**src/sv/lsfc_pkg.sv**
```systemverilog
// lsfc_pkg: shared types and constants for the segment frustum clipper.
// No dependencies.
package lsfc_pkg;
   localparam int CoordW = 16;
   localparam int DistW  = 36;
   localparam int NumW   = 54;
   localparam int MaxPlanes = 6;
   localparam int CsrIdxW = 3;

   typedef logic signed [CoordW-1:0] coord_type;

   typedef struct packed {
      logic start;
      logic signed [NumW-1:0] num;
      logic [DistW-1:0] den;
   } div_req_type;

   typedef struct packed {
      logic busy;
      logic done;
      logic signed [CoordW+1:0] quo;
   } div_rsp_type;
endpackage

```
**src/sv/line_segment_frustum_clip_top.sv**
```systemverilog
// line_segment_frustum_clip_top: plane loop sequencer with shared MAC and divider.
// Depends on lsfc_pkg, lsfc_div.
//  channel | dir | handshake        | payload
//  req     | in  | req_valid/ready  | start_xyz, end_xyz
//  rsp     | out | rsp_valid/ready  | culled, out_start_xyz, out_end_xyz
//  csr     | in  | csr_write_enable | csr_index, csr_data (64 bits)
// Per plane: MAC steps over both endpoints, then a decide step; a crossing plane adds,
// for each axis, multiply steps on the two halves of d1 and a divider run, then another
// decide step. Sync reset clears control state and the plane registers only.
// req_ready is low from accept until the result word is taken.
module line_segment_frustum_clip_top #(
   parameter int NUM_PLANES = 6
) (
   input  logic clock,
   input  logic reset,
   input  logic req_valid,
   output logic req_ready,
   input  lsfc_pkg::coord_type req_start_x, req_start_y, req_start_z,
   input  lsfc_pkg::coord_type req_end_x, req_end_y, req_end_z,
   output logic rsp_valid,
   input  logic rsp_ready,
   output logic rsp_culled,
   output lsfc_pkg::coord_type rsp_out_start_x, rsp_out_start_y, rsp_out_start_z,
   output lsfc_pkg::coord_type rsp_out_end_x, rsp_out_end_y, rsp_out_end_z,
   input  logic csr_write_enable,
   input  logic [lsfc_pkg::CsrIdxW-1:0] csr_index,
   input  logic [63:0] csr_data
);
   localparam int PW = (NUM_PLANES > 1) ? $clog2(NUM_PLANES) : 1;
   localparam logic [2:0] S_IDLE = 3'd0, S_MAC = 3'd1, S_DEC = 3'd2,
      S_MUL = 3'd3, S_DIV = 3'd4, S_OUT = 3'd5;
   localparam int DW = lsfc_pkg::DistW;

   logic [63:0] planes_ff [NUM_PLANES];
   logic [2:0] st_ff, st_in;
   logic [PW-1:0] pl_ff, pl_in;
   logic [2:0] step_ff, step_in;
   logic [1:0] ax_ff, ax_in;
   lsfc_pkg::coord_type a_ff [3], a_in [3], b_ff [3], b_in [3];
   logic signed [DW-1:0] d1_ff, d1_in, d2_ff, d2_in, acc;
   logic signed [lsfc_pkg::NumW-1:0] prod_ff, prod_in, psum;
   logic culled_ff, culled_in;
   logic [63:0] pw;
   logic signed [18:0] ma, mb;
   logic signed [37:0] mp;
   logic signed [DW-1:0] den;
   logic signed [16:0] diff;
   lsfc_pkg::div_req_type dreq;
   lsfc_pkg::div_rsp_type drsp;
   lsfc_pkg::coord_type hit;

   lsfc_div u_div (.clock, .reset, .req(dreq), .rsp(drsp));

   always_ff @(posedge clock) begin
      if (reset) begin
         for (int i = 0; i < NUM_PLANES; i++) planes_ff[i] <= '0;
      end else if (csr_write_enable && csr_index < lsfc_pkg::CsrIdxW'(NUM_PLANES)) begin
         planes_ff[csr_index[PW-1:0]] <= csr_data;
      end
   end

   assign pw = planes_ff[pl_ff];
   // step: 0..2 start xyz, 3 d, 4..6 end xyz, 7 d
   // in S_MUL: step 0 diff * low 18 bits of d1, step 1 diff * high part
   always_comb begin
      case (step_ff)
         3'd0: begin ma = 19'(signed'(pw[15:0]));  mb = 19'(a_ff[0]); end
         3'd1: begin ma = 19'(signed'(pw[31:16])); mb = 19'(a_ff[1]); end
         3'd2: begin ma = 19'(signed'(pw[47:32])); mb = 19'(a_ff[2]); end
         3'd4: begin ma = 19'(signed'(pw[15:0]));  mb = 19'(b_ff[0]); end
         3'd5: begin ma = 19'(signed'(pw[31:16])); mb = 19'(b_ff[1]); end
         3'd6: begin ma = 19'(signed'(pw[47:32])); mb = 19'(b_ff[2]); end
         default: begin ma = 19'(signed'(pw[63:48])); mb = 19'sd16384; end
      endcase
      if (st_ff == S_MUL) begin
         ma = 19'(diff);
         mb = step_ff[0] ? 19'(signed'(d1_ff[DW-1:18]))
                         : 19'(signed'({1'b0, d1_ff[17:0]}));
      end
   end
   assign diff = 17'(b_ff[ax_ff]) - 17'(a_ff[ax_ff]);
   assign den = (d1_ff - d2_ff) < 0 ? d2_ff - d1_ff : d1_ff - d2_ff;
   assign mp = ma * mb;
   assign acc = ((step_ff < 3'd4) ? d1_ff : d2_ff) + DW'(mp);
   assign psum = prod_ff + (lsfc_pkg::NumW'(mp) <<< 18);
   assign hit = lsfc_pkg::CoordW'(18'(a_ff[ax_ff]) + drsp.quo);

   always_comb begin
      st_in = st_ff; pl_in = pl_ff; step_in = step_ff; ax_in = ax_ff;
      a_in = a_ff; b_in = b_ff; d1_in = d1_ff; d2_in = d2_ff;
      prod_in = prod_ff; culled_in = culled_ff;
      dreq.start = 1'b0;
      dreq.num = prod_ff;
      dreq.den = den[DW-1:0];
      case (st_ff)
         S_IDLE: if (req_valid) begin
            a_in[0] = req_start_x; a_in[1] = req_start_y; a_in[2] = req_start_z;
            b_in[0] = req_end_x; b_in[1] = req_end_y; b_in[2] = req_end_z;
            culled_in = 1'b0; pl_in = '0; step_in = '0;
            d1_in = '0; d2_in = '0; st_in = S_MAC;
         end
         S_MAC: begin
            if (step_ff < 3'd4) d1_in = acc; else d2_in = acc;
            step_in = step_ff + 1'b1;
            if (step_ff == 3'd7) st_in = S_DEC;
         end
         S_DEC: begin
            ax_in = '0;
            if (!d1_ff[DW-1] && !d2_ff[DW-1]) begin
               if (pl_ff == PW'(NUM_PLANES - 1)) st_in = S_OUT;
               else begin
                  pl_in = pl_ff + 1'b1; step_in = '0; d1_in = '0; d2_in = '0;
                  st_in = S_MAC;
               end
            end else if (d1_ff[DW-1] && d2_ff[DW-1]) begin
               culled_in = 1'b1; st_in = S_OUT;
            end else begin
               step_in = '0; st_in = S_MUL;
            end
         end
         S_MUL: begin
            // diff*d1 in two halves of d1; sign folded to make den positive
            if (!step_ff[0]) begin
               prod_in = lsfc_pkg::NumW'(mp);
               step_in = 3'd1;
            end else begin
               prod_in = ((d1_ff - d2_ff) < 0) ? -psum : psum;
               st_in = S_DIV;
            end
         end
         S_DIV: begin
            if (!drsp.busy && !drsp.done) dreq.start = 1'b1;
            if (drsp.done) begin
               ax_in = ax_ff + 1'b1;
               step_in = '0;
               // outside endpoint is replaced one axis at a time
               if (d1_ff[DW-1]) a_in[ax_ff] = hit; else b_in[ax_ff] = hit;
               st_in = (ax_ff == 2'd2) ? S_DEC : S_MUL;
               if (ax_ff == 2'd2) begin
                  d1_in = '0; d2_in = '0;
               end
            end
         end
         S_OUT: if (rsp_ready) st_in = S_IDLE;
         default: st_in = S_IDLE;
      endcase
   end

   always_ff @(posedge clock) begin
      a_ff <= a_in; b_ff <= b_in; d1_ff <= d1_in; d2_ff <= d2_in;
      prod_ff <= prod_in; culled_ff <= culled_in; ax_ff <= ax_in;
      step_ff <= step_in; pl_ff <= pl_in;
      if (reset) st_ff <= S_IDLE;
      else st_ff <= st_in;
   end

   assign req_ready = st_ff == S_IDLE;
   assign rsp_valid = st_ff == S_OUT;
   assign rsp_culled = culled_ff;
   assign rsp_out_start_x = culled_ff ? '0 : a_ff[0];
   assign rsp_out_start_y = culled_ff ? '0 : a_ff[1];
   assign rsp_out_start_z = culled_ff ? '0 : a_ff[2];
   assign rsp_out_end_x = culled_ff ? '0 : b_ff[0];
   assign rsp_out_end_y = culled_ff ? '0 : b_ff[1];
   assign rsp_out_end_z = culled_ff ? '0 : b_ff[2];
endmodule

```
**src/sv/lsfc_div.sv**
```systemverilog
// lsfc_div: restoring divider, one quotient bit per cycle, rounds to nearest.
// Depends on lsfc_pkg.
module lsfc_div (
   input  logic clock,
   input  logic reset,
   input  lsfc_pkg::div_req_type req,
   output lsfc_pkg::div_rsp_type rsp
);
   localparam int QW = lsfc_pkg::CoordW + 1;
   localparam int RW = lsfc_pkg::DistW + 1;
   localparam int CW = $clog2(lsfc_pkg::NumW + 1);

   logic [lsfc_pkg::NumW-1:0] mag_ff, mag_in;
   logic [RW-1:0] rem_ff, rem_in;
   logic [QW:0] q_ff, q_in;
   logic [lsfc_pkg::DistW-1:0] den_ff, den_in;
   logic neg_ff, neg_in, busy_ff, busy_in, done_ff, done_in;
   logic [CW-1:0] cnt_ff, cnt_in;
   logic [RW-1:0] trial, sub;
   logic [QW:0] qr;

   always_comb begin
      mag_in = mag_ff; rem_in = rem_ff; q_in = q_ff; den_in = den_ff;
      neg_in = neg_ff; busy_in = busy_ff; cnt_in = cnt_ff; done_in = 1'b0;
      trial = {rem_ff[RW-2:0], mag_ff[lsfc_pkg::NumW-1]};
      sub = trial - {1'b0, den_ff};
      if (req.start) begin
         neg_in = req.num[lsfc_pkg::NumW-1];
         // magnitude times two for the half-step rounding bit
         mag_in = (neg_in ? -req.num : req.num) << 1;
         den_in = req.den;
         rem_in = '0; q_in = '0;
         cnt_in = CW'(lsfc_pkg::NumW);
         busy_in = 1'b1;
      end else if (busy_ff) begin
         mag_in = mag_ff << 1;
         if (!sub[RW-1]) begin
            rem_in = sub; q_in = {q_ff[QW-1:0], 1'b1};
         end else begin
            rem_in = trial; q_in = {q_ff[QW-1:0], 1'b0};
         end
         cnt_in = cnt_ff - 1'b1;
         if (cnt_ff == CW'(1)) begin
            busy_in = 1'b0; done_in = 1'b1;
         end
      end
   end

   always_ff @(posedge clock) begin
      mag_ff <= mag_in; rem_ff <= rem_in; q_ff <= q_in; den_ff <= den_in;
      neg_ff <= neg_in; cnt_ff <= cnt_in;
      if (reset) begin
         busy_ff <= 1'b0; done_ff <= 1'b0;
      end else begin
         busy_ff <= busy_in; done_ff <= done_in;
      end
   end

   assign qr = (q_ff + 1'b1) >> 1;
   assign rsp.busy = busy_ff;
   assign rsp.done = done_ff;
   assign rsp.quo = neg_ff ? -$signed(qr[QW:0]) : $signed(qr[QW:0]);
endmodule

```
**config.mk**
```make
export PLATFORM = sky130hd
export DESIGN_NAME = line_segment_frustum_clip_top
export DESIGN_NICKNAME = d
export VERILOG_FILES = /design/src/sv/lsfc_pkg.sv /design/src/sv/line_segment_frustum_clip_top.sv /design/src/sv/lsfc_div.sv
export SDC_FILE = /design/constraint.sdc
export NUM_CORES = 2
export LEC_CHECK = 0
export CAP_MARGIN = 20
export CORE_MARGIN = 5
export CORE_UTILIZATION = 45
export DETAILED_ROUTE_END_ITERATION = 10
export DONT_BUFFER_PORTS = 1
export HOLD_SLACK_MARGIN = 0.03
export PLACE_DENSITY = 0.7
export SLEW_MARGIN = 20
export SYNTH_ARGS = -nofsm -noshare
export SYNTH_HDL_FRONTEND = slang
export SYNTH_HIERARCHICAL = 1
export SYNTH_SLANG_ARGS = --single-unit
```
**constraint.sdc**
```tcl
create_clock -name clock -period 14.7 [get_ports clock]
set_clock_uncertainty 0.05 [all_clocks]
set_input_delay 0.735 -clock clock [delete_from_list [all_inputs] [get_ports clock]]
set_output_delay 0.735 -clock clock [all_outputs]
set_load 0.005 [all_outputs]
```
; After elaboration in Yosys (flattened, before gate mapping)
; Memories as Yosys holds them, arrays and structs flattened. A register that Yosys moved wholly into a read port is not among the register bits.
; Cells that the tools add are included.
[op_classes]
n_mux = 89
bitwise = 2
n_addsub = 15
n_reduce_logical = 32
magnitude_cmp = 5
mul = 1
eq_ne = 31
[ops]
columns = operator, count
row1 = two-way mux 36 bit, 10
row2 = two-way mux 48 bit, 6
row3 = case mux 36 bit (4 select lines), 2
row4 = two-way mux 54 bit, 4
row5 = two-way mux 16 bit, 12
row6 = case mux 48 bit (2 select lines), 2
row7 = case mux 19 bit (6 select lines), 1
row8 = bitwise mux 48 bit, 2
row9 = subtractor 36 bit, 2
row10 = binary-select mux 16 bit (select 2 bit), 2
row11 = two-way mux 64 bit, 1
row12 = OR reduction 64 bit, 1
row13 = two-way mux 19 bit, 3
row14 = case mux 19 bit (3 select lines), 1
row15 = adder 54 bit, 1
row16 = two-way mux 3 bit, 18
row17 = negator 54 bit, 1
row18 = two-way mux 53 bit, 1
row19 = negator 53 bit, 1
row20 = multiplier 19 x 19 -> 38 bit, 1
row21 = subtractor 37 x 36 -> 37 bit, 1
row22 = adder 36 bit, 1
row23 = "less-than comparator 36 x 1 -> 1 bit, second input constant", 1
row24 = demux 16 bit (select 2 bit), 1
row25 = 40 further kinds, 99
[word_totals]
elab_cells = 199
out_inout_bits = 99
register_bits = 385
mem_count = 1
ram_bits = 384
input_bits = 168
[mem_list]
columns = name, words, width, rd, rd_ports_with_merged_regs, write_ports, line_no
row1 = planes_ff, 6, 64, 1, 1, 6, line_segment_frustum_clip_top.sv:34  ; logic [63:0] planes_ff [NUM_PLANES];

; Logic depth before layout (Yosys ltp)
[logic_depth]
depth_word = 11
mapped_depth = 56
depth_no_buf = 54

; By module
; Netlist, hierarchy kept.
[by_module_without_submodules]
columns = module, cells_each, area_each_um2, instances
row1 = line_segment_frustum_clip_top, 5403, 56520.5, 1
row2 = lsfc_div, 1093, 9849.4, 1

; Least setup slack after synthesis
; No wires, ideal clock.
[synth_timing]
path_kind = reg-to-reg
start = register ax_ff[0]
end = register prod_ff[53] (netlist bit), data pin
n_path_buf = 3
path_slack_ns = 2.146
t_arrival_ns = 12.250
path_stages_with_launch = 56
period_less_slack_ns = 12.554
cell_sequence = edfxtp_1 clkbuf_1 clkbuf_1 mux2i_1 nor2_1 a21oi_1 ha_1 inv_1 fa_1 a21o_1 a21oi_1 o21ai_0 a21oi_1 o21bai_1 a21oi_1 o21bai_1 a21o_1 a31oi_1 (+20 left out) a21o_1 a21o_1 a21oi_1 o21ai_0 a211o_1 a21oi_1 xnor2_1 ha_1 a21oi_1 inv_1 a2111oi_0 a211oi_1 nor4_1 nand4b_1 nor3_2 a31oi_1 xnor2_1 a21o_1
[synth_via]
elab_chain_cells = 11
elab_cells_between_ends = 14
[synth_rtl]
columns = item, line_no
row1 = start: declaration, line_segment_frustum_clip_top.sv:38  ; logic [1:0] ax_ff, ax_in;
row2 = start signal: assignment, line_segment_frustum_clip_top.sv:151  ; prod_ff <= prod_in; culled_ff <= culled_in; ax_ff <= ax_in;
row3 = NOT 2 -> 3 bit (implied by the code) *, line_segment_frustum_clip_top.sv:81  ; assign diff = 17'(b_ff[ax_ff]) - 17'(a_ff[ax_ff]);
row4 = binary-select mux 16 bit (select 2 bit), line_segment_frustum_clip_top.sv:81
row5 = two-way mux 16 bit (implied by the code) (2 in series), line_segment_frustum_clip_top.sv:81
row6 = subtractor 16 x 16 -> 17 bit *, line_segment_frustum_clip_top.sv:81
row7 = two-way mux 19 bit *, line_segment_frustum_clip_top.sv:75  ; if (st_ff == S_MUL) begin
row8 = multiplier 19 x 19 -> 38 bit *, line_segment_frustum_clip_top.sv:83  ; assign mp = ma * mb;
row9 = adder 54 bit, line_segment_frustum_clip_top.sv:85  ; assign psum = prod_ff + (lsfc_pkg::NumW'(mp) <<< 18);
row10 = negator 54 bit, line_segment_frustum_clip_top.sv:127  ; prod_in = ((d1_ff - d2_ff) < 0) ? -psum : psum;
row11 = two-way mux 54 bit, line_segment_frustum_clip_top.sv:127
row12 = two-way mux 54 bit *, line_segment_frustum_clip_top.sv:123  ; if (!step_ff[0]) begin
row13 = end signal: assignment, line_segment_frustum_clip_top.sv:151
row14 = end: declaration, line_segment_frustum_clip_top.sv:41  ; logic signed [lsfc_pkg::NumW-1:0] prod_ff, prod_in, psum;
; Every way passes the cells marked *; elsewhere a longest branch is shown, timed or not. The select of a mux whose other input is x is not followed.
; A chain may end at the register's enable or synchronous reset.

; Worst setup path in the final report
; Ends and elaborated chain as after synthesis.

==> results.sh <==
export IMPL_rsz0062_at_grt="false"
export IMPL_clock_latency_ps=770
export IMPL_synth_cells=6485
export IMPL_avgSynthCellArea_um2=10.2
export IMPL_drt_wl_total_um=218000
export IMPL_setup_violations=0
export IMPL_antenna_found_initial=17
export IMPL_routedWlPerCell_um=25.6
export IMPL_hold_viol=0
export IMPL_cts_tree="built"
export IMPL_dieWidth_um=394
export IMPL_vias_per_cell=5.93
export IMPL_cts_buffers=100
export IMPL_core_area_um2=146000
export IMPL_grt_max_degree=120
export IMPL_fillCellCount=13300
export IMPL_htreeDepth=3
export IMPL_setup_slack_ps=798
export IMPL_fmax_ghz=0.0719
export IMPL_die_area_um2=155000
export IMPL_layout_drive_gt1_share=0.0829
export IMPL_worstSetupPathType="flop to flop"
export IMPL_drc=0
export IMPL_slew_violations=0
export IMPL_multiInputGateArea_um2=36800
export IMPL_dpl_hpwl_um=164000
export IMPL_start_kind="flop"
export IMPL_postRouteAntennaNets=0
export IMPL_maxCapViolCount=0
export IMPL_min_path_type="input port to flop"
export IMPL_outcome="completed"
export IMPL_final_cell_count_no_fill=8492
export IMPL_ys_warn_count=6
export IMPL_dp_cells=8297
export IMPL_dr_first_iter_drc_count=5542
export IMPL_fp_row_count=140
export IMPL_cts_num_sinks=900
export IMPL_nets=7342
export IMPL_grt_pass1_vias=49800
export IMPL_synth_area_um2=66300
export IMPL_io_pins=267
export IMPL_cp_arrival_ps=14360
export IMPL_crit_path_max_fanout=32
export IMPL_relSlewSlack=0.152
export IMPL_first_pass_iters=9
export IMPL_fin_crit_ps=13900
export IMPL_fin_crit_sh=0.946
export IMPL_area_growth_pct=8.97
export IMPL_cp_slowest_cell="xnor2_1"
export IMPL_end_kind="flop"
export IMPL_required_ps=15160
export IMPL_grt_pass1_wl_um=322000
export IMPL_fin_tns_setup_ps=0
export IMPL_grt_overflow_total=0
export IMPL_via_count=50400
export IMPL_grtUsageTotal=0.275
export IMPL_root_buffer="clkbuf_16"
export IMPL_regArea_um2=26400
export IMPL_port_buffers=0
export IMPL_dieHeight_um=394
export IMPL_cts_buffer_depth=3
export IMPL_gp_congestion=1.05
export IMPL_fin_util=0.494
export IMPL_tightest_slew_ps=1260
export IMPL_pre_cts_ws_ps=945
export IMPL_start_util=0.454
export IMPL_max_stage_delay_ps=740
export IMPL_path_clk_slew_ps=60
==> cell usage in the layout, fill, tap and decap left out, types with 59 or more instances in the layout <==
master and count:
and2_1 101, a21o_1 143, a211oi_1 59, xor2_1 152
edfxtp_1 833, mux4_2 128, o21ai_0 240, inv_1 670
fa_1 352, nor2b_1 129, clkbuf_16 102, buf_4 98
xnor2_1 161, conb_1 128, a21oi_1 333, dfxtp_1 63
nor3_1 65, mux2i_1 122, mux2_2 62, nor2_1 656
nand2_1 715, ha_1 336, nand3_1 69
==> flip-flops by register name (all words and copies together) (netlist names), 17 cells and up, named ones only <==
signal / flops
u_div/mag_ff: 53
prod_ff: 54
planes_ff: 512
u_div/rem_ff: 36
b_ff: 48
d2_ff: 36
a_ff: 48
d1_ff: 36
u_div/q_ff: 17
u_div/den_ff: 36
==> per-layer routing <==
metal  routed length (µm)  GRT usage  up-vias
li1                     -          -    22500
met1                85000      0.355    25000
met2               100000      0.439     2381
met3                22400     0.0765      475
met4                 9930      0.111       10
met5                   72          0        -
==> final timing paths <==
kind,startpoint,to,slack (ps),cells after the start
worst max register to register,ax_ff[0],prod_ff[53],800,48
worst max-delay path,ax_ff[0],prod_ff[53],800,48
worst min register to register,u_div/cnt_ff[0],u_div/cnt_ff[0],450,2
worst min-delay path,req_start_x[3],a_ff[35],110,2
==> critical path: cells and delay by family, from the launching register on <==
family,cells,cell delay [ps]
XOR/XNOR,3,1050
buffers and inverters,7,920
AO/OA/AOI/OAI,18,4400
AND/OR/NAND/NOR,9,2000
adder cells (fa/ha/maj),10,4490
flip-flops,1,500
multiplexers,1,250
==> what timing repair did <==
| action | in CTS | in global routing |
|---|---|---|
| gates resized for setup | 0 | 1 |
| hold buffers | 1 | 0 |
| setup endpoints to repair | 0 | 5 |
| endpoints found under the hold margin | 5 | 0 |
| buffers inserted | 0 | 0 |
==> stage by stage <==
step | hold slack [ps] | area (µm²)
2_1_floorplan | 414 | 66800
3_3_place_gp | 426 | 68900
3_5_place_dp | 431 | 68900
4_1_cts | 58.7 | 72200
5_1_grt | 90.8 | 72200
6_report | 107 | 72200
==> final cells by class <==
| cell class | instances | area share |
|---|---|---|
| Antenna cell | 13 | 0.000450 |
| Clock buffer | 123 | 0.0370 |
| Clock inverter | 58 | 0.00797 |
| Inverter | 673 | 0.0350 |
| Multi-Input combinational cell | 4704 | 0.510 |
| Sequential cell | 900 | 0.365 |
| Tap cell | 1917 | 0.0332 |
| Timing Repair Buffer | 104 | 0.0118 |
Power is left out: the tool's default activity adds up to more than one toggle a clock period on the data nets, which glitch-free logic cannot reach.
